**config.mk**
```make
export PLATFORM = sky130hd
export DESIGN_NAME = keyboard_to_vt_sequence_encoder_flat
export DESIGN_NICKNAME = d
export VERILOG_FILES = /design/src/vtenc_pkg.sv /design/src/vtenc_if.sv /design/src/keyboard_to_vt_sequence_encoder.sv /design/src/vtenc_front.sv /design/src/vtenc_fifo.sv /design/src/vtenc_back.sv /design/src/flat_wrapper.sv
export SDC_FILE = /design/constraint.sdc
export NUM_CORES = 1
export LEC_CHECK = 0
export BUFFER_PORTS_ARGS = -buffer_cell sky130_fd_sc_hd__buf_2
export CAP_MARGIN = 5
export CORE_MARGIN = 10
export CORE_UTILIZATION = 40
export CTS_CLUSTER_SIZE = 10
export DETAILED_ROUTE_END_ITERATION = 16
export PLACE_DENSITY = 0.53
export SYNTH_ARGS = -nofsm -noshare
export SYNTH_HDL_FRONTEND = slang
export SYNTH_SLANG_ARGS = --single-unit
```
**constraint.sdc**
```tcl
create_clock -name clk_i -period 5.4 [get_ports clk_i]
set_input_delay 0 -clock clk_i [delete_from_list [all_inputs] [get_ports clk_i]]
set_output_delay 0 -clock clk_i [all_outputs]
set_load 0.005 [all_outputs]
```
**src/vtenc_pkg.sv**
```systemverilog
// shared types and constants of the keyboard to vt sequence encoder
// no dependencies; used by every other file of the block but vtenc_if
package vtenc_pkg;

  localparam int unsigned MaxBytes = 5;
  localparam int unsigned CfgIdxW  = 3;

  // raw keyboard and host character codes
  localparam logic [7:0] KEY_FUNC  = 8'hFE;
  localparam logic [7:0] KEY_SS3   = 8'h8F;
  localparam logic [7:0] KEY_CSI   = 8'h9B;
  localparam logic [7:0] KEY_HOLD  = 8'h82;
  localparam logic [7:0] KEY_SETUP = 8'h0E;
  localparam logic [7:0] KEY_CLEAR = 8'h08;
  localparam logic [7:0] KEY_HOME  = 8'h0F;
  localparam logic [7:0] KEY_PRINT = 8'h09;
  localparam logic [7:0] KEY_BREAK = 8'h0A;
  localparam logic [7:0] KEY_F15   = 8'h07;
  localparam logic [7:0] CHR_ESC   = 8'h1B;
  localparam logic [7:0] CHR_BS    = 8'h08;
  localparam logic [7:0] CHR_LF    = 8'h0A;
  localparam logic [7:0] CHR_XOFF  = 8'h13;
  localparam logic [7:0] CHR_XON   = 8'h11;
  localparam logic [7:0] CHR_TILDE = 8'h7E;
  localparam logic [7:0] C1_OFFSET = 8'h40;

  typedef enum logic [CfgIdxW-1:0] {
    CFG_ONLINE  = 3'd0,
    CFG_VT200   = 3'd1,
    CFG_EIGHT   = 3'd2,
    CFG_XLAT_C1 = 3'd3,
    CFG_CURSOR  = 3'd4,
    CFG_NUMERIC = 3'd5
  } cfg_idx_e;

  typedef enum logic [1:0] {
    PFX_NONE = 2'd0,
    PFX_FUNC = 2'd1,
    PFX_PAD  = 2'd2
  } pfx_e;

  typedef enum logic [2:0] {
    ACT_NONE  = 3'd0,
    ACT_SETUP = 3'd1,
    ACT_CLEAR = 3'd2,
    ACT_HOME  = 3'd3,
    ACT_PRINT = 3'd4
  } act_e;

  // one classified key word: the host bytes it produces and its events
  typedef struct packed {
    logic [MaxBytes-1:0][7:0] bytes;
    logic [2:0]               nbytes;
    logic [2:0]               nres;
    logic                     brk;
    logic                     led_change;
    logic                     led_on;
    act_e                     action;
    logic                     udk_req;
    logic [3:0]               udk_idx;
    logic                     to_local;
  } entry_t;

endpackage

```
**src/vtenc_if.sv**
```systemverilog
// valid/ready channel interfaces for key words and result words
// depends on nothing
interface vtenc_key_if;
  logic       valid;
  logic       ready;
  logic [7:0] key_byte;

  modport source (output valid, output key_byte, input ready);
  modport sink (input valid, input key_byte, output ready);
endinterface

interface vtenc_res_if;
  logic       valid;
  logic       ready;
  logic [7:0] out_byte;
  logic       byte_valid;
  logic       last;
  logic       break_seen;
  logic       led_change;
  logic       led_on;
  logic [2:0] local_action;
  logic       udk_request;
  logic [3:0] udk_index;
  logic       to_local;

  modport source (
    output valid, output out_byte, output byte_valid, output last, output break_seen,
    output led_change, output led_on, output local_action, output udk_request,
    output udk_index, output to_local, input ready
  );
  modport sink (
    input valid, input out_byte, input byte_valid, input last, input break_seen,
    input led_change, input led_on, input local_action, input udk_request,
    input udk_index, input to_local, output ready
  );
endinterface

```
**src/keyboard_to_vt_sequence_encoder.sv**
```systemverilog
// top level of the keyboard to vt sequence encoder: front, queue, back end
// depends on vtenc_pkg, vtenc_if, vtenc_front, vtenc_fifo, vtenc_back
// with an idle back end, the first result word of a key word passes through the queue and then the output register
// throughput: the back end walks the n result words of a key word in turn (n up to 5);
//   prefix bytes give none; key words are taken every cycle while a queue slot is free
// reset clears prefix, hold state, queue and output valid; config takes its defaults
module keyboard_to_vt_sequence_encoder (
  input  logic                          clk_i,
  input  logic                          rst_ni,
  vtenc_key_if.sink                     key_i,
  vtenc_res_if.source                   res_o,
  input  logic                          cfg_we_i,
  input  logic [vtenc_pkg::CfgIdxW-1:0] cfg_idx_i,
  input  logic                          cfg_data_i
);

  // queue handshake between the classifier and the result walker
  logic              q_push, q_full, q_pop, q_valid;
  vtenc_pkg::entry_t q_wdata, q_rdata;

  // front end takes a key word whenever the queue has a free slot,
  // independent of whether the output side is stalled
  vtenc_front u_front (
    .clk_i       (clk_i),
    .rst_ni      (rst_ni),
    .cfg_we_i    (cfg_we_i),
    .cfg_idx_i   (cfg_idx_i),
    .cfg_data_i  (cfg_data_i),
    .key_valid_i (key_i.valid),
    .key_byte_i  (key_i.key_byte),
    .key_ready_o (key_i.ready),
    .q_full_i    (q_full),
    .q_push_o    (q_push),
    .q_entry_o   (q_wdata)
  );

  // two entries decouple the classifier from a stalled host
  vtenc_fifo u_fifo (
    .clk_i   (clk_i),
    .rst_ni  (rst_ni),
    .push_i  (q_push),
    .data_i  (q_wdata),
    .full_o  (q_full),
    .pop_i   (q_pop),
    .valid_o (q_valid),
    .data_o  (q_rdata)
  );

  // back end pops an entry once its last result word is loaded
  vtenc_back u_back (
    .clk_i        (clk_i),
    .rst_ni       (rst_ni),
    .head_valid_i (q_valid),
    .head_i       (q_rdata),
    .pop_o        (q_pop),
    .res_o        (res_o)
  );

endmodule

```
**src/vtenc_front.sv**
```systemverilog
// front end: config registers, prefix/hold state, key word classification
// depends on vtenc_pkg
module vtenc_front (
  input  logic                              clk_i,
  input  logic                              rst_ni,
  input  logic                              cfg_we_i,
  input  logic [vtenc_pkg::CfgIdxW-1:0]     cfg_idx_i,
  input  logic                              cfg_data_i,
  input  logic                              key_valid_i,
  input  logic [7:0]                        key_byte_i,
  output logic                              key_ready_o,
  input  logic                              q_full_i,
  output logic                              q_push_o,
  output vtenc_pkg::entry_t                 q_entry_o
);

  typedef struct packed {
    logic [7:0][7:0] b;
    logic [2:0]      n;
  } obuf_t;

  typedef struct packed {
    logic       hit;
    logic       shifted;
    logic [3:0] num;
  } fkey_t;

  function automatic obuf_t put(obuf_t o, logic [7:0] b);
    obuf_t r;
    r = o;
    r.b[r.n] = b;
    r.n = r.n + 3'd1;
    return r;
  endfunction

  function automatic obuf_t put_c1(obuf_t o, logic [7:0] c, logic eight, logic xlat);
    obuf_t r;
    logic  is_c1;
    r = o;
    is_c1 = (c == vtenc_pkg::KEY_SS3) || (c == vtenc_pkg::KEY_CSI);
    if (!c[7]) begin
      r = put(r, c);
    end else if (eight && !(xlat && is_c1)) begin
      r = put(r, c);
    end else if (is_c1) begin
      r = put(r, vtenc_pkg::CHR_ESC);
      r = put(r, c - vtenc_pkg::C1_OFFSET);
    end
    return r;
  endfunction

  function automatic fkey_t fkey_decode(logic [7:0] c);
    fkey_t      r;
    logic [7:0] off;
    r = '0;
    off = '0;
    if (c >= 8'h10 && c <= 8'h2D) begin
      r.hit = 1'b1;
      off = c - 8'h10;
    end else if (c >= 8'h2E && c <= 8'h4B) begin
      r.hit = 1'b1;
      off = c - 8'h2E;
    end else if (c >= 8'h4E && c <= 8'h6B) begin
      r.hit = 1'b1;
      off = c - 8'h4E;
    end
    r.shifted = off[0];
    r.num = off[4:1];
    return r;
  endfunction

  // csi parameter of function keys f6..f20 as two ascii digits
  function automatic logic [15:0] fkey_digits(logic [3:0] f);
    logic [15:0] r;
    case (f)
      4'd0:    r = "17";
      4'd1:    r = "18";
      4'd2:    r = "19";
      4'd3:    r = "20";
      4'd4:    r = "21";
      4'd5:    r = "23";
      4'd6:    r = "24";
      4'd7:    r = "25";
      4'd8:    r = "26";
      4'd9:    r = "28";
      4'd10:   r = "29";
      4'd11:   r = "31";
      4'd12:   r = "32";
      4'd13:   r = "33";
      4'd14:   r = "34";
      default: r = "00";
    endcase
    return r;
  endfunction

  function automatic logic [7:0] edit_digit(logic [7:0] c);
    logic [7:0] r;
    case (c)
      8'h04, 8'h0C: r = "1";
      8'h05, 8'h0D: r = "2";
      8'h06:        r = "3";
      8'h01:        r = "4";
      8'h02, 8'h0B: r = "5";
      8'h03, 8'h86: r = "6";
      default:      r = 8'h00;
    endcase
    return r;
  endfunction

  // keypad table: 0 cursor key, 1 pf key, else the digit, sign or carriage return sent
  function automatic logic [7:0] pad_lookup(logic [7:0] c);
    logic [7:0] r;
    r = 8'h00;
    if (c == 8'h4D) begin
      r = 8'h0D;
    end else if (c >= 8'h50 && c <= 8'h53) begin
      r = 8'h01;
    end else if (c >= 8'h6C && c <= 8'h6E) begin
      r = c - 8'h40;
    end else if (c >= 8'h70 && c <= 8'h79) begin
      r = c - 8'h40;
    end
    return r;
  endfunction

  logic online_q, vt200_q, eight_q, xlat_q, cursor_q, numeric_q;
  vtenc_pkg::pfx_e prefix_q, prefix_d;
  logic hold_q, hold_d;
  logic accept;

  assign key_ready_o = !q_full_i;
  assign accept = key_valid_i && key_ready_o;

  always_ff @(posedge clk_i or negedge rst_ni) begin
    if (!rst_ni) begin
      online_q  <= 1'b1;
      vt200_q   <= 1'b1;
      eight_q   <= 1'b0;
      xlat_q    <= 1'b1;
      cursor_q  <= 1'b1;
      numeric_q <= 1'b1;
    end else if (cfg_we_i) begin
      case (cfg_idx_i)
        vtenc_pkg::CFG_ONLINE:  online_q  <= cfg_data_i;
        vtenc_pkg::CFG_VT200:   vt200_q   <= cfg_data_i;
        vtenc_pkg::CFG_EIGHT:   eight_q   <= cfg_data_i;
        vtenc_pkg::CFG_XLAT_C1: xlat_q    <= cfg_data_i;
        vtenc_pkg::CFG_CURSOR:  cursor_q  <= cfg_data_i;
        vtenc_pkg::CFG_NUMERIC: numeric_q <= cfg_data_i;
        default: ;
      endcase
    end
  end

  always_ff @(posedge clk_i or negedge rst_ni) begin
    if (!rst_ni) begin
      prefix_q <= vtenc_pkg::PFX_NONE;
      hold_q   <= 1'b0;
    end else if (accept) begin
      prefix_q <= prefix_d;
      hold_q   <= hold_d;
    end
  end

  // next prefix and hold state
  always_comb begin
    prefix_d = vtenc_pkg::PFX_NONE;
    hold_d   = hold_q;
    if (prefix_q == vtenc_pkg::PFX_NONE) begin
      if (key_byte_i == vtenc_pkg::KEY_FUNC) begin
        prefix_d = vtenc_pkg::PFX_FUNC;
      end else if (key_byte_i == vtenc_pkg::KEY_SS3) begin
        prefix_d = vtenc_pkg::PFX_PAD;
      end else if (key_byte_i == vtenc_pkg::KEY_HOLD) begin
        hold_d = !hold_q;
      end else begin
        hold_d = 1'b0;
      end
    end
  end

  // classification of the key word into bytes and events
  obuf_t           ob;
  fkey_t           fk;
  logic [7:0]      dig;
  logic [7:0]      pad;
  logic [15:0]     fdig;
  logic [7:0]      lead;
  vtenc_pkg::entry_t ent;
  logic            any_event;

  always_comb begin
    ob   = '0;
    ent  = '0;
    fk   = fkey_decode(key_byte_i);
    dig  = edit_digit(key_byte_i);
    pad  = pad_lookup(key_byte_i);
    fdig = '0;
    lead = cursor_q ? vtenc_pkg::KEY_CSI : vtenc_pkg::KEY_SS3;
    ent.action = vtenc_pkg::ACT_NONE;
    case (prefix_q)
      vtenc_pkg::PFX_FUNC: begin
        if (key_byte_i == vtenc_pkg::KEY_SETUP) begin
          ent.action = vtenc_pkg::ACT_SETUP;
        end else if (key_byte_i == vtenc_pkg::KEY_CLEAR) begin
          ent.action = vtenc_pkg::ACT_CLEAR;
        end else if (key_byte_i == vtenc_pkg::KEY_HOME) begin
          ent.action = vtenc_pkg::ACT_HOME;
        end else if (key_byte_i == vtenc_pkg::KEY_PRINT) begin
          ent.action = vtenc_pkg::ACT_PRINT;
        end else if (online_q && vt200_q) begin
          if (key_byte_i == vtenc_pkg::KEY_F15) begin
            fk.hit = 1'b1;
            fk.shifted = 1'b0;
            fk.num = 4'd9;
          end
          fdig = fkey_digits(fk.num);
          if (key_byte_i == vtenc_pkg::KEY_BREAK) begin
            ent.brk = 1'b1;
          end else if (dig != 8'h00) begin
            ob = put_c1(ob, vtenc_pkg::KEY_CSI, eight_q, xlat_q);
            ob = put(ob, dig);
            ob = put(ob, vtenc_pkg::CHR_TILDE);
          end else if (fk.hit && !fk.shifted) begin
            ob = put_c1(ob, vtenc_pkg::KEY_CSI, eight_q, xlat_q);
            ob = put(ob, fdig[15:8]);
            ob = put(ob, fdig[7:0]);
            ob = put(ob, vtenc_pkg::CHR_TILDE);
          end else if (fk.hit) begin
            ent.udk_req = 1'b1;
            ent.udk_idx = fk.num;
          end
        end else if (online_q && fk.hit) begin
          // older mapping: f11, f12, f13
          if (fk.num == 4'd5) begin
            ob = put(ob, vtenc_pkg::CHR_ESC);
          end else if (fk.num == 4'd6) begin
            ob = put(ob, vtenc_pkg::CHR_BS);
          end else if (fk.num == 4'd7) begin
            ob = put(ob, vtenc_pkg::CHR_LF);
          end
        end
      end
      vtenc_pkg::PFX_PAD: begin
        if (pad == 8'h00) begin
          ob = put_c1(ob, lead, eight_q, xlat_q);
          ob = put(ob, key_byte_i);
        end else if (pad == 8'h01 || !numeric_q) begin
          ob = put_c1(ob, vtenc_pkg::KEY_SS3, eight_q, xlat_q);
          ob = put(ob, key_byte_i);
        end else begin
          ob = put(ob, pad);
        end
      end
      vtenc_pkg::PFX_NONE: begin
        if (key_byte_i == vtenc_pkg::KEY_HOLD) begin
          ob = put(ob, hold_q ? vtenc_pkg::CHR_XON : vtenc_pkg::CHR_XOFF);
          ent.led_change = 1'b1;
          ent.led_on = !hold_q;
        end else if (key_byte_i != vtenc_pkg::KEY_FUNC && key_byte_i != vtenc_pkg::KEY_SS3) begin
          ob = put_c1(ob, key_byte_i, eight_q, xlat_q);
          ent.led_change = hold_q;
        end
      end
      default: ;
    endcase
    for (int i = 0; i < vtenc_pkg::MaxBytes; i++) begin
      ent.bytes[i] = ob.b[i];
    end
    ent.nbytes   = ob.n;
    ent.to_local = !online_q;
    any_event = ent.brk || ent.led_change || ent.udk_req ||
                (ent.action != vtenc_pkg::ACT_NONE);
    ent.nres = (ob.n != 3'd0) ? ob.n : {2'b00, any_event};
  end

  assign q_entry_o = ent;
  assign q_push_o  = accept && (ent.nres != 3'd0);

  assert property (@(posedge clk_i) disable iff (!rst_ni)
    q_push_o |-> !q_full_i)
    else $error("front pushed into a full queue");
  assert property (@(posedge clk_i) disable iff (!rst_ni)
    (accept && prefix_q != vtenc_pkg::PFX_NONE) |=> prefix_q == vtenc_pkg::PFX_NONE)
    else $error("prefix survived its key byte");
  assert property (@(posedge clk_i) disable iff (!rst_ni)
    q_push_o |-> q_entry_o.nbytes <= 3'd5)
    else $error("classified word overflows the byte list");

endmodule

```
**src/vtenc_fifo.sv**
```systemverilog
// two-entry queue of classified key words between front and back end
// depends on vtenc_pkg
module vtenc_fifo (
  input  logic              clk_i,
  input  logic              rst_ni,
  input  logic              push_i,
  input  vtenc_pkg::entry_t data_i,
  output logic              full_o,
  input  logic              pop_i,
  output logic              valid_o,
  output vtenc_pkg::entry_t data_o
);

  vtenc_pkg::entry_t mem_q [2];
  logic       wr_ptr_q, rd_ptr_q;
  logic [1:0] count_q, count_d;

  assign full_o  = (count_q == 2'd2);
  assign valid_o = (count_q != 2'd0);
  assign data_o  = mem_q[rd_ptr_q];

  always_comb begin
    count_d = count_q;
    if (push_i && !(pop_i && valid_o)) begin
      count_d = count_q + 2'd1;
    end else if (!push_i && pop_i && valid_o) begin
      count_d = count_q - 2'd1;
    end
  end

  always_ff @(posedge clk_i) begin
    if (push_i) begin
      mem_q[wr_ptr_q] <= data_i;
    end
  end

  always_ff @(posedge clk_i or negedge rst_ni) begin
    if (!rst_ni) begin
      wr_ptr_q <= 1'b0;
      rd_ptr_q <= 1'b0;
      count_q  <= 2'd0;
    end else begin
      count_q <= count_d;
      if (push_i) begin
        wr_ptr_q <= !wr_ptr_q;
      end
      if (pop_i && valid_o) begin
        rd_ptr_q <= !rd_ptr_q;
      end
    end
  end

  assert property (@(posedge clk_i) disable iff (!rst_ni)
    count_q != 2'd3)
    else $error("queue count out of range");
  assert property (@(posedge clk_i) disable iff (!rst_ni)
    (count_q == 2'd0) |-> (wr_ptr_q == rd_ptr_q))
    else $error("empty queue with pointers apart");
  assert property (@(posedge clk_i) disable iff (!rst_ni)
    (count_q == 2'd2) |-> (wr_ptr_q == rd_ptr_q))
    else $error("full queue with pointers apart");

endmodule

```
**src/vtenc_back.sv**
```systemverilog
// back end: walks the head queue entry and emits one result word per cycle while the host takes them
// depends on vtenc_pkg, vtenc_if
module vtenc_back (
  input  logic              clk_i,
  input  logic              rst_ni,
  input  logic              head_valid_i,
  input  vtenc_pkg::entry_t head_i,
  output logic              pop_o,
  vtenc_res_if.source       res_o
);

  logic [2:0] idx_q, idx_d;
  logic       load, fin, has_byte;

  logic       out_valid_q, out_valid_d;
  logic [7:0] out_byte_q;
  logic       byte_valid_q, last_q, brk_q, ledch_q, ledon_q, udk_q, local_q;
  logic [2:0] action_q;
  logic [3:0] udk_idx_q;

  assign load     = !out_valid_q || res_o.ready;
  assign fin      = (idx_q == head_i.nres - 3'd1);
  assign has_byte = (idx_q < head_i.nbytes);
  assign pop_o    = load && head_valid_i && fin;

  always_comb begin
    idx_d       = idx_q;
    out_valid_d = out_valid_q;
    if (load) begin
      out_valid_d = head_valid_i;
      if (head_valid_i) begin
        idx_d = fin ? 3'd0 : idx_q + 3'd1;
      end
    end
  end

  always_ff @(posedge clk_i or negedge rst_ni) begin
    if (!rst_ni) begin
      idx_q       <= 3'd0;
      out_valid_q <= 1'b0;
    end else begin
      idx_q       <= idx_d;
      out_valid_q <= out_valid_d;
    end
  end

  always_ff @(posedge clk_i) begin
    if (load && head_valid_i) begin
      out_byte_q   <= has_byte ? head_i.bytes[idx_q] : 8'h00;
      byte_valid_q <= has_byte;
      last_q       <= fin;
      brk_q        <= fin && head_i.brk;
      ledch_q      <= fin && head_i.led_change;
      ledon_q      <= fin && head_i.led_on;
      action_q     <= fin ? head_i.action : vtenc_pkg::ACT_NONE;
      udk_q        <= fin && head_i.udk_req;
      udk_idx_q    <= fin ? head_i.udk_idx : 4'd0;
      local_q      <= has_byte && head_i.to_local;
    end
  end

  assign res_o.valid        = out_valid_q;
  assign res_o.out_byte     = out_byte_q;
  assign res_o.byte_valid   = byte_valid_q;
  assign res_o.last         = last_q;
  assign res_o.break_seen   = brk_q;
  assign res_o.led_change   = ledch_q;
  assign res_o.led_on       = ledon_q;
  assign res_o.local_action = action_q;
  assign res_o.udk_request  = udk_q;
  assign res_o.udk_index    = udk_idx_q;
  assign res_o.to_local     = local_q;

  assert property (@(posedge clk_i) disable iff (!rst_ni)
    (out_valid_q && !byte_valid_q) |-> last_q)
    else $error("byteless result word that is not the last");
  assert property (@(posedge clk_i) disable iff (!rst_ni)
    head_valid_i |-> (idx_q < head_i.nres))
    else $error("result index ran past the entry");
  assert property (@(posedge clk_i) disable iff (!rst_ni)
    !head_valid_i |-> (idx_q == 3'd0))
    else $error("result index left over with an empty queue");

endmodule
```
**src/flat_wrapper.sv**
```systemverilog
// flat-port wrapper written by rule: the top's interface ports become plain ports
module keyboard_to_vt_sequence_encoder_flat 
  (clk_i, rst_ni, cfg_we_i, cfg_idx_i, cfg_data_i, key_i_valid, key_i_key_byte, key_i_ready, res_o_valid, res_o_out_byte, res_o_byte_valid, res_o_last, res_o_break_seen, res_o_led_change, res_o_led_on, res_o_local_action, res_o_udk_request, res_o_udk_index, res_o_to_local, res_o_ready);
  vtenc_key_if key_i_i ();
  vtenc_res_if res_o_i ();
  input  logic clk_i;
  input  logic rst_ni;
  input  logic cfg_we_i;
  input  logic [vtenc_pkg::CfgIdxW-1:0] cfg_idx_i;
  input  logic cfg_data_i;
  input wire logic [$bits(key_i_i.valid)-1:0] key_i_valid;
  input wire logic [$bits(key_i_i.key_byte)-1:0] key_i_key_byte;
  output wire logic [$bits(key_i_i.ready)-1:0] key_i_ready;
  output wire logic [$bits(res_o_i.valid)-1:0] res_o_valid;
  output wire logic [$bits(res_o_i.out_byte)-1:0] res_o_out_byte;
  output wire logic [$bits(res_o_i.byte_valid)-1:0] res_o_byte_valid;
  output wire logic [$bits(res_o_i.last)-1:0] res_o_last;
  output wire logic [$bits(res_o_i.break_seen)-1:0] res_o_break_seen;
  output wire logic [$bits(res_o_i.led_change)-1:0] res_o_led_change;
  output wire logic [$bits(res_o_i.led_on)-1:0] res_o_led_on;
  output wire logic [$bits(res_o_i.local_action)-1:0] res_o_local_action;
  output wire logic [$bits(res_o_i.udk_request)-1:0] res_o_udk_request;
  output wire logic [$bits(res_o_i.udk_index)-1:0] res_o_udk_index;
  output wire logic [$bits(res_o_i.to_local)-1:0] res_o_to_local;
  input wire logic [$bits(res_o_i.ready)-1:0] res_o_ready;
  assign key_i_i.valid = key_i_valid;
  assign key_i_i.key_byte = key_i_key_byte;
  assign key_i_ready = key_i_i.ready;
  assign res_o_valid = res_o_i.valid;
  assign res_o_out_byte = res_o_i.out_byte;
  assign res_o_byte_valid = res_o_i.byte_valid;
  assign res_o_last = res_o_i.last;
  assign res_o_break_seen = res_o_i.break_seen;
  assign res_o_led_change = res_o_i.led_change;
  assign res_o_led_on = res_o_i.led_on;
  assign res_o_local_action = res_o_i.local_action;
  assign res_o_udk_request = res_o_i.udk_request;
  assign res_o_udk_index = res_o_i.udk_index;
  assign res_o_to_local = res_o_i.to_local;
  assign res_o_i.ready = res_o_ready;
  keyboard_to_vt_sequence_encoder u_core (.clk_i(clk_i), .rst_ni(rst_ni), .key_i(key_i_i), .res_o(res_o_i), .cfg_we_i(cfg_we_i), .cfg_idx_i(cfg_idx_i), .cfg_data_i(cfg_data_i));
endmodule
```
==> results by group, run 1 <==
Power
  • Combinational share of power: 27.1%
  • Leakage power: 3.12 nW
  • Total Power: 3.90 mW
  • Total internal power: 2.67 mW
  • Sw power: 1.24 mW
  • Peak VDD IR: 0.425 mV
  • Sw frac: 31.7%
  • PwrDens: 464 nW/um^2
  • Clock share of power: 31.2%
  • Flop pwr share: 41.7%

Clock network
  • Total clock buffers created by CTS: 17
  • H-tree depth: 4
  • Maximum clock path buffer count: 2
  • Resized cells post-CTS: 0
  • Clock tree from TritonCTS: done
  • Worst-path clk slew: 0.06 ns
  • CTS Sinks: 135
  • Worst skew pair latency: 0.42 ns
  • Clock Root Buffer: clkbuf_16

STA
  • Final Max Slew Viols: 0
  • RSZ-0062 raised after global routing: no
  • Hold Violations, Final: 0
  • Worst Slack Setup Final: 1.54 ns
  • Final setup viols: 0
  • Tmin final: 3.86 ns
  • Pin slew with the least headroom to its limit: 1.18 ns
  • Setup TNS: 0 ns
  • Fin crit share: 71.5%
  • Max Clk Rate: 259 MHz
  • Clk_skew: 0.00910 ns
  • Relative slew margins: 21.2%

Synth
  • Seq/Total Area, Yosys: 54.3%
  • Post-synth top cells: edfxtp_1 (118), nor2_1 (53), nand2_1 (49), o21ai_0 (33), mux2i_1 (31)
  • Share of the synthesized area in the top cell type: 48.4%
  • Syn Inst Count: 609
  • Top-count cell post-synth: edfxtp_1
  • Fraction of registers with async set/reset: 12.6%
  • Synth Area per Inst: 12.0 um^2
  • Synthesis-stage register bit count: 135
  • Most used DFF post-synth: edfxtp_1
  • Synth area leaders: edfxtp_1 (48%), mux2i_1 (4.2%), dfrtp_1 (4.1%)
  • EDFF count, synth: 118
  • Count of cell types in the netlist: 83
  • Syn_nets: 641
  • Cell taking the most area after synthesis: edfxtp_1
  • Synth warn: 0
  • Syn Std Cell Area: 7330 um^2

Route
  • WL/cell: 22.5 um
  • Drt drc: 0
  • Vias post-DR: 5,141
  • Detailed-routed wire length on met2: 9490 um
  • WL final: 20,100 um
  • DRT antenna net count: 0
  • Met1 Wirelength: 9230 um
  • DR top layer: met4
  • Drt via density: 5.76
  • Initial DRC count: 382
  • Met3 wire length: 816 um
  • First drt pass iteration count: 5

GRT
  • First-pass GRT wire length: 30,800 um
  • Pin count of the biggest net entering global routing: 49
  • Total GRT Usage: 16.7%
  • Vias in the first global route: 5,122
  • Initial antenna violation count: 0
  • GR Overflow Total: 0

Finish
  • Fillers: 1,637
  • Layout Utilization: 46.8%
  • Non-Filler Instances: 893
  • # diodes: 0
  • Ratio of cells with drive above 1 in the final layout: 19.4%
  • Area growth, synth to finish: 14.8%
  • Nets: 683

Die
  • Die height: 155 um
  • Site row count: 49
  • Die W: 155 um
  • Core area: 18,000 um^2
  • Initial Util: 40.8%
  • Die ar.: 24,100 um^2
  • I/O Pins: 41

Run status
  • Status: complete, no violations

Placed design
  • Setup WS pre-CTS: 1.35 ns
  • I/O Buffers: 40
  • Placer Congestion: 0.946
  • Cells after DPL: 850
  • DP HPWL: 14,700 um

Critical path
  • Crit path arrival time: 3.90 ns
  • Critical Path RT: 5.43 ns
  • Worst setup SP type: flop
  • Worst setup EP type: flop
  • CP max FO: 48
  • Classification of the worst setup path: reg -> reg

Job
  • Max-cap violation count: 0

Worst hold path
  • Worst Hold Class: in -> async
## layer usage
layer	up-vias	GRT usage (%)
met5	-	0
met2	144	25.7
li1	2402	-
met3	29	3.72
met1	2566	22.5
met4	0	6.68
## power by group through the flow
stage	Combinational, mW	Sequential (mW)	Clock (mW)
after floorplan	0.792	1.56	0
after global placement	1.05	1.65	0
after detailed placement	1.06	1.65	0
after CTS	1.07	1.63	1.23
after global routing	1.17	1.66	1.28
final	1.06	1.63	1.22
## cells by family after synthesis
group	share of synthesized area, %
XOR/XNOR	1.32
adder cells (fa/ha/maj)	2.56
multiplexers	9.00
AND/OR/NAND/NOR	14.9
flip-flops	54.3
buffers and inverters	3.47
AO/OA/AOI/OAI	14.5
## flip-flops by register name (all words and copies together) (netlist names), 2 cells and up
| register | flops |
|---|---|
| u_core.u_back.idx_q | 3 |
| u_core.u_back.res_o.local_action | 3 |
| u_core.u_back.res_o.out_byte | 8 |
| u_core.u_back.res_o.udk_index | 4 |
| u_core.u_fifo.count_q | 2 |
| u_core.u_fifo.mem_q | 96 |
| u_core.u_front.prefix_q | 2 |
## cell usage in the layout (no fill, tap or decap), drive strengths merged, types with 15 or more instances in the layout
cell	instances
o21ai	38
clkbuf	19
nand2	50
buf	44
nand3	22
mux2i	31
inv	26
edfxtp	118
ha	15
nor2	53
a21oi	19
## critical path: stages, from the launching register on
cell and delay (ns):
dfrtp_1 0.55, nor2b_1 0.44, o2111ai_1 0.43, a2111oi_4 0.55, nor2b_1 0.11, nor2b_4 0.16
a31oi_4 0.23, and2_2 0.97
## cell type report
| cell class | instances | area [um^2] | share of cell area [%] |
|---|---|---|---|
| inverters | 21 | 78.8 | 0.938 |
| flip-flops and latches | 135 | 3980 | 47.3 |
| well taps | 229 | 287 | 3.41 |
| repair buffers | 55 | 340 | 4.05 |
| clock buffers | 19 | 453 | 5.39 |
| multi-input cells | 421 | 3110 | 36.9 |
| clock inverters | 13 | 168 | 1.99 |
## per-stage QoR
stage	hold WS, ns	area (um^2)
floorplan	-0.296	7330
global placement	-0.0318	7680
detailed placement	-0.0278	7680
CTS	0.0651	8410
global route	0.0944	8410
finish	0.0607	8410
## repair_timing
action	4_1_cts	5_1_grt
hold endpoints to repair	27	0
buffers inserted	0	0
hold buffers	11	0
## worst paths after layout
path                                       startpoint                    endpoint  slack, ns  cells after the start
max in group asynchronous                      rst_ni     u_core.u_front.online_q       5.00                      2
hold reg to reg             u_core.u_back.res_o.valid   u_core.u_back.res_o.valid       0.50                      2
hold / removal                                 rst_ni      u_core.u_front.eight_q       0.06                      2
setup reg to reg           u_core.u_front.prefix_q[1]  u_core.u_fifo.mem_q[1][28]       1.54                      7
setup / recovery           u_core.u_front.prefix_q[1]  u_core.u_fifo.mem_q[1][28]       1.54                      7
min in group clk_i                  key_i_key_byte[6]  u_core.u_fifo.mem_q[0][32]       0.17                      2
No activity file was read; power rests on OpenSTA's default activity.
==> run 2: changes to the inputs <==
--- a/config.mk
+++ b/config.mk
@@ -5,6 +5,7 @@
 export SDC_FILE = /design/constraint.sdc
 export NUM_CORES = 1
 export LEC_CHECK = 0
+export ABC_AREA = 1
 export BUFFER_PORTS_ARGS = -buffer_cell sky130_fd_sc_hd__buf_2
 export CAP_MARGIN = 5
 export CORE_MARGIN = 10
==> constraint.sdc (replaced) <==
create_clock -name clk_i -period 3.72 [get_ports clk_i]
set_input_delay 0 -clock clk_i [delete_from_list [all_inputs] [get_ports clk_i]]
set_output_delay 0 -clock clk_i [all_outputs]
set_load 0.005 [all_outputs]
==> results by group, run 2 <==
Finish
  • # diodes: 0
  • Ratio of cells with drive above 1 in the final layout: 17.2%
  • Most frequent cells in the layout: nand2_1 (158), edfxtp_1 (118), nor2_1 (98)
  • Reg with most FFs: u_core.u_fifo.mem_q
  • Area growth, synth to finish: 19.3%
  • Largest register FFs: 96
  • Commonest non-fill, non-tap cell in the layout: nand2_1
  • Layout Utilization: 48.7%
  • Nets: 863

Synth
  • Syn Std Cell Area: 7090 um^2
  • Synth Area per Inst: 9.34 um^2
  • Share of the synthesized area in the top cell type: 50.0%
  • Synthesis-stage register bit count: 135
  • Synth warn: 0
  • Top-count cell post-synth: nand2_1
  • Synth area leaders: edfxtp_1 (50%), nand2_1 (8.4%), nor2_1 (5.3%)
  • Syn Inst Count: 759
  • EDFF count, synth: 118
  • Syn_nets: 791
  • Seq/Total Area, Yosys: 56.1%
  • Fraction of registers with async set/reset: 12.6%
  • Post-synth top cells: nand2_1 (158), edfxtp_1 (118), nor2_1 (100), o21ai_0 (65), inv_1 (59)
  • Cell taking the most area after synthesis: edfxtp_1
  • Count of cell types in the netlist: 53
  • Most used DFF post-synth: edfxtp_1

GRT
  • Total GRT Usage: 17.4%
  • Initial antenna violation count: 0
  • Pin count of the biggest net entering global routing: 44
  • First-pass GRT wire length: 32,200 um
  • Vias in the first global route: 5,615
  • GR Overflow Total: 0

Critical path
  • Classification of the worst setup path: reg -> reg
  • CP max stage delay: 0.77 ns
  • Worst path slowest cell: nor2_4
  • Worst setup EP type: flop
  • Critical path launch point: u_core.u_front.prefix_q[1]
  • R2r endpoint: u_core.u_fifo.mem_q[1][7]
  • Crit path arrival time: 3.51 ns
  • Crit path cell chain: nor2_1, nand2_1, nor2_1, nand2_1, nor2_2, nand2_1, nor2_1, nor4_2, nand4_2, nand2_2, nor2_4, buf_12
  • Crit Reg-Reg Startpoint: u_core.u_front.prefix_q[1]
  • R2R depth: 12
  • CP max FO: 33
  • R2R setup slack: 0.32 ns
  • Critical Path RT: 3.84 ns
  • Worst setup SP type: flop

Route
  • Vias post-DR: 5,702
  • WL/cell: 19.3 um
  • Drt via density: 5.33
  • Drt drc: 0
  • Initial DRC count: 431
  • DRT antenna net count: 0
  • First drt pass iteration count: 5
  • WL final: 20,600 um

Clock network
  • Clock tree from TritonCTS: done
  • Hold buffer count at cts: 15
  • H-tree depth: 4
  • Total clock buffers created by CTS: 17
  • CTS Sinks: 135
  • Worst-path clk slew: 0.06 ns
  • Maximum clock path buffer count: 2
  • Setup bufs post-CTS: 0
  • Resized cells post-CTS: 0
  • Worst skew pair latency: 0.41 ns
  • Clock Root Buffer: clkbuf_16

STA
  • Final Max Slew Viols: 0
  • Fin crit share: 91.3%
  • Hold Violations, Final: 0
  • Setup TNS: 0 ns
  • RSZ-0062 raised after global routing: no
  • Final setup viols: 0
  • Pin slew with the least headroom to its limit: 0.995 ns
  • Clk_skew: 0.00959 ns
  • Max Clk Rate: 294 MHz
  • Hold_ws: 0.0713 ns
  • Tmin final: 3.40 ns
  • Relative slew margins: 33.5%

Die
  • Die ar.: 23,400 um^2
  • Die W: 153 um
  • Core area: 17,400 um^2
  • Site row count: 48
  • I/O Pins: 41
  • Initial Util: 40.8%
  • Die height: 153 um

Placed design
  • Placer Congestion: 1.01
  • I/O Buffers: 40
  • DP HPWL: 15,200 um

Power
  • Peak VDD IR: 0.450 mV
  • PwrDens: 703 nW/um^2
  • Total Power: 5.95 mW
  • Leakage power: 3.49 nW

Run status
  • Status: complete, no violations

Worst hold path
  • Worst Hold Class: in -> async

Job
  • Max-cap violation count: 0
-- run 2: layout make-up --
class | count | area (um^2)
multi-input cells | 526 | 2730
well taps | 225 | 282
clock inverters | 14 | 223
inverters | 77 | 294
flip-flops and latches | 135 | 3980
repair buffers | 74 | 518
clock buffers | 18 | 429
fillers | 1651 | 8900
-- run 2: report_power, final --
part / switching, mW / internal (mW)
Clock: 0.654 / 1.20
Sequential: 0.162 / 2.13
Combinational: 1.22 / 0.587
Total: 2.03 / 3.91
-- run 2: worst max path at each step --
stage	cells past startpoint	slack (ns)	end
final	12	0.32	u_core.u_fifo.mem_q[1][7]
after global routing	12	0.02	u_core.u_fifo.mem_q[1][7]
after CTS	12	0.27	u_core.u_fifo.mem_q[1][11]
after detailed placement	16	0.05	u_core.u_fifo.mem_q[1][9]
after global placement	16	0.03	u_core.u_fifo.mem_q[1][6]
after floorplan	16	0.34	u_core.u_fifo.mem_q[1][0]
-- run 2: per-layer routing --
metal  global-route usage, %  wire length (um)
met5                       0                 0
met3                    3.51               983
met4                    6.45               590
met2                    28.2              9730
met1                    22.5              9290
-- run 2: worst max-delay path, delay by kind of cell (launching register included) --
family	cells	cell delay [ns]
DFF	1	0.41
and+or+nand+nor	11	2.43
buffers and inverters	1	0.25
-- run 2: logic make-up after synthesis --
group	after synthesis	synth area share [%]
flip-flops	135	56.1
buffers and inverters	98	5.60
AND/OR/NAND/NOR	349	21.8
adder cells (fa/ha/maj)	15	2.65
multiplexers	4	0.565
AO/OA/AOI/OAI	153	12.7
XOR/XNOR	5	0.618
-- run 2: metrics by stage --
step	cell area (um^2)	worst slack [ns]	instances
finish	8450	0.324	1069
global route	8450	0.0176	1069
CTS	8450	0.267	1069
floorplan	7090	0.338	759
detailed placement	7650	0.0516	1022
global placement	7650	0.0344	1022
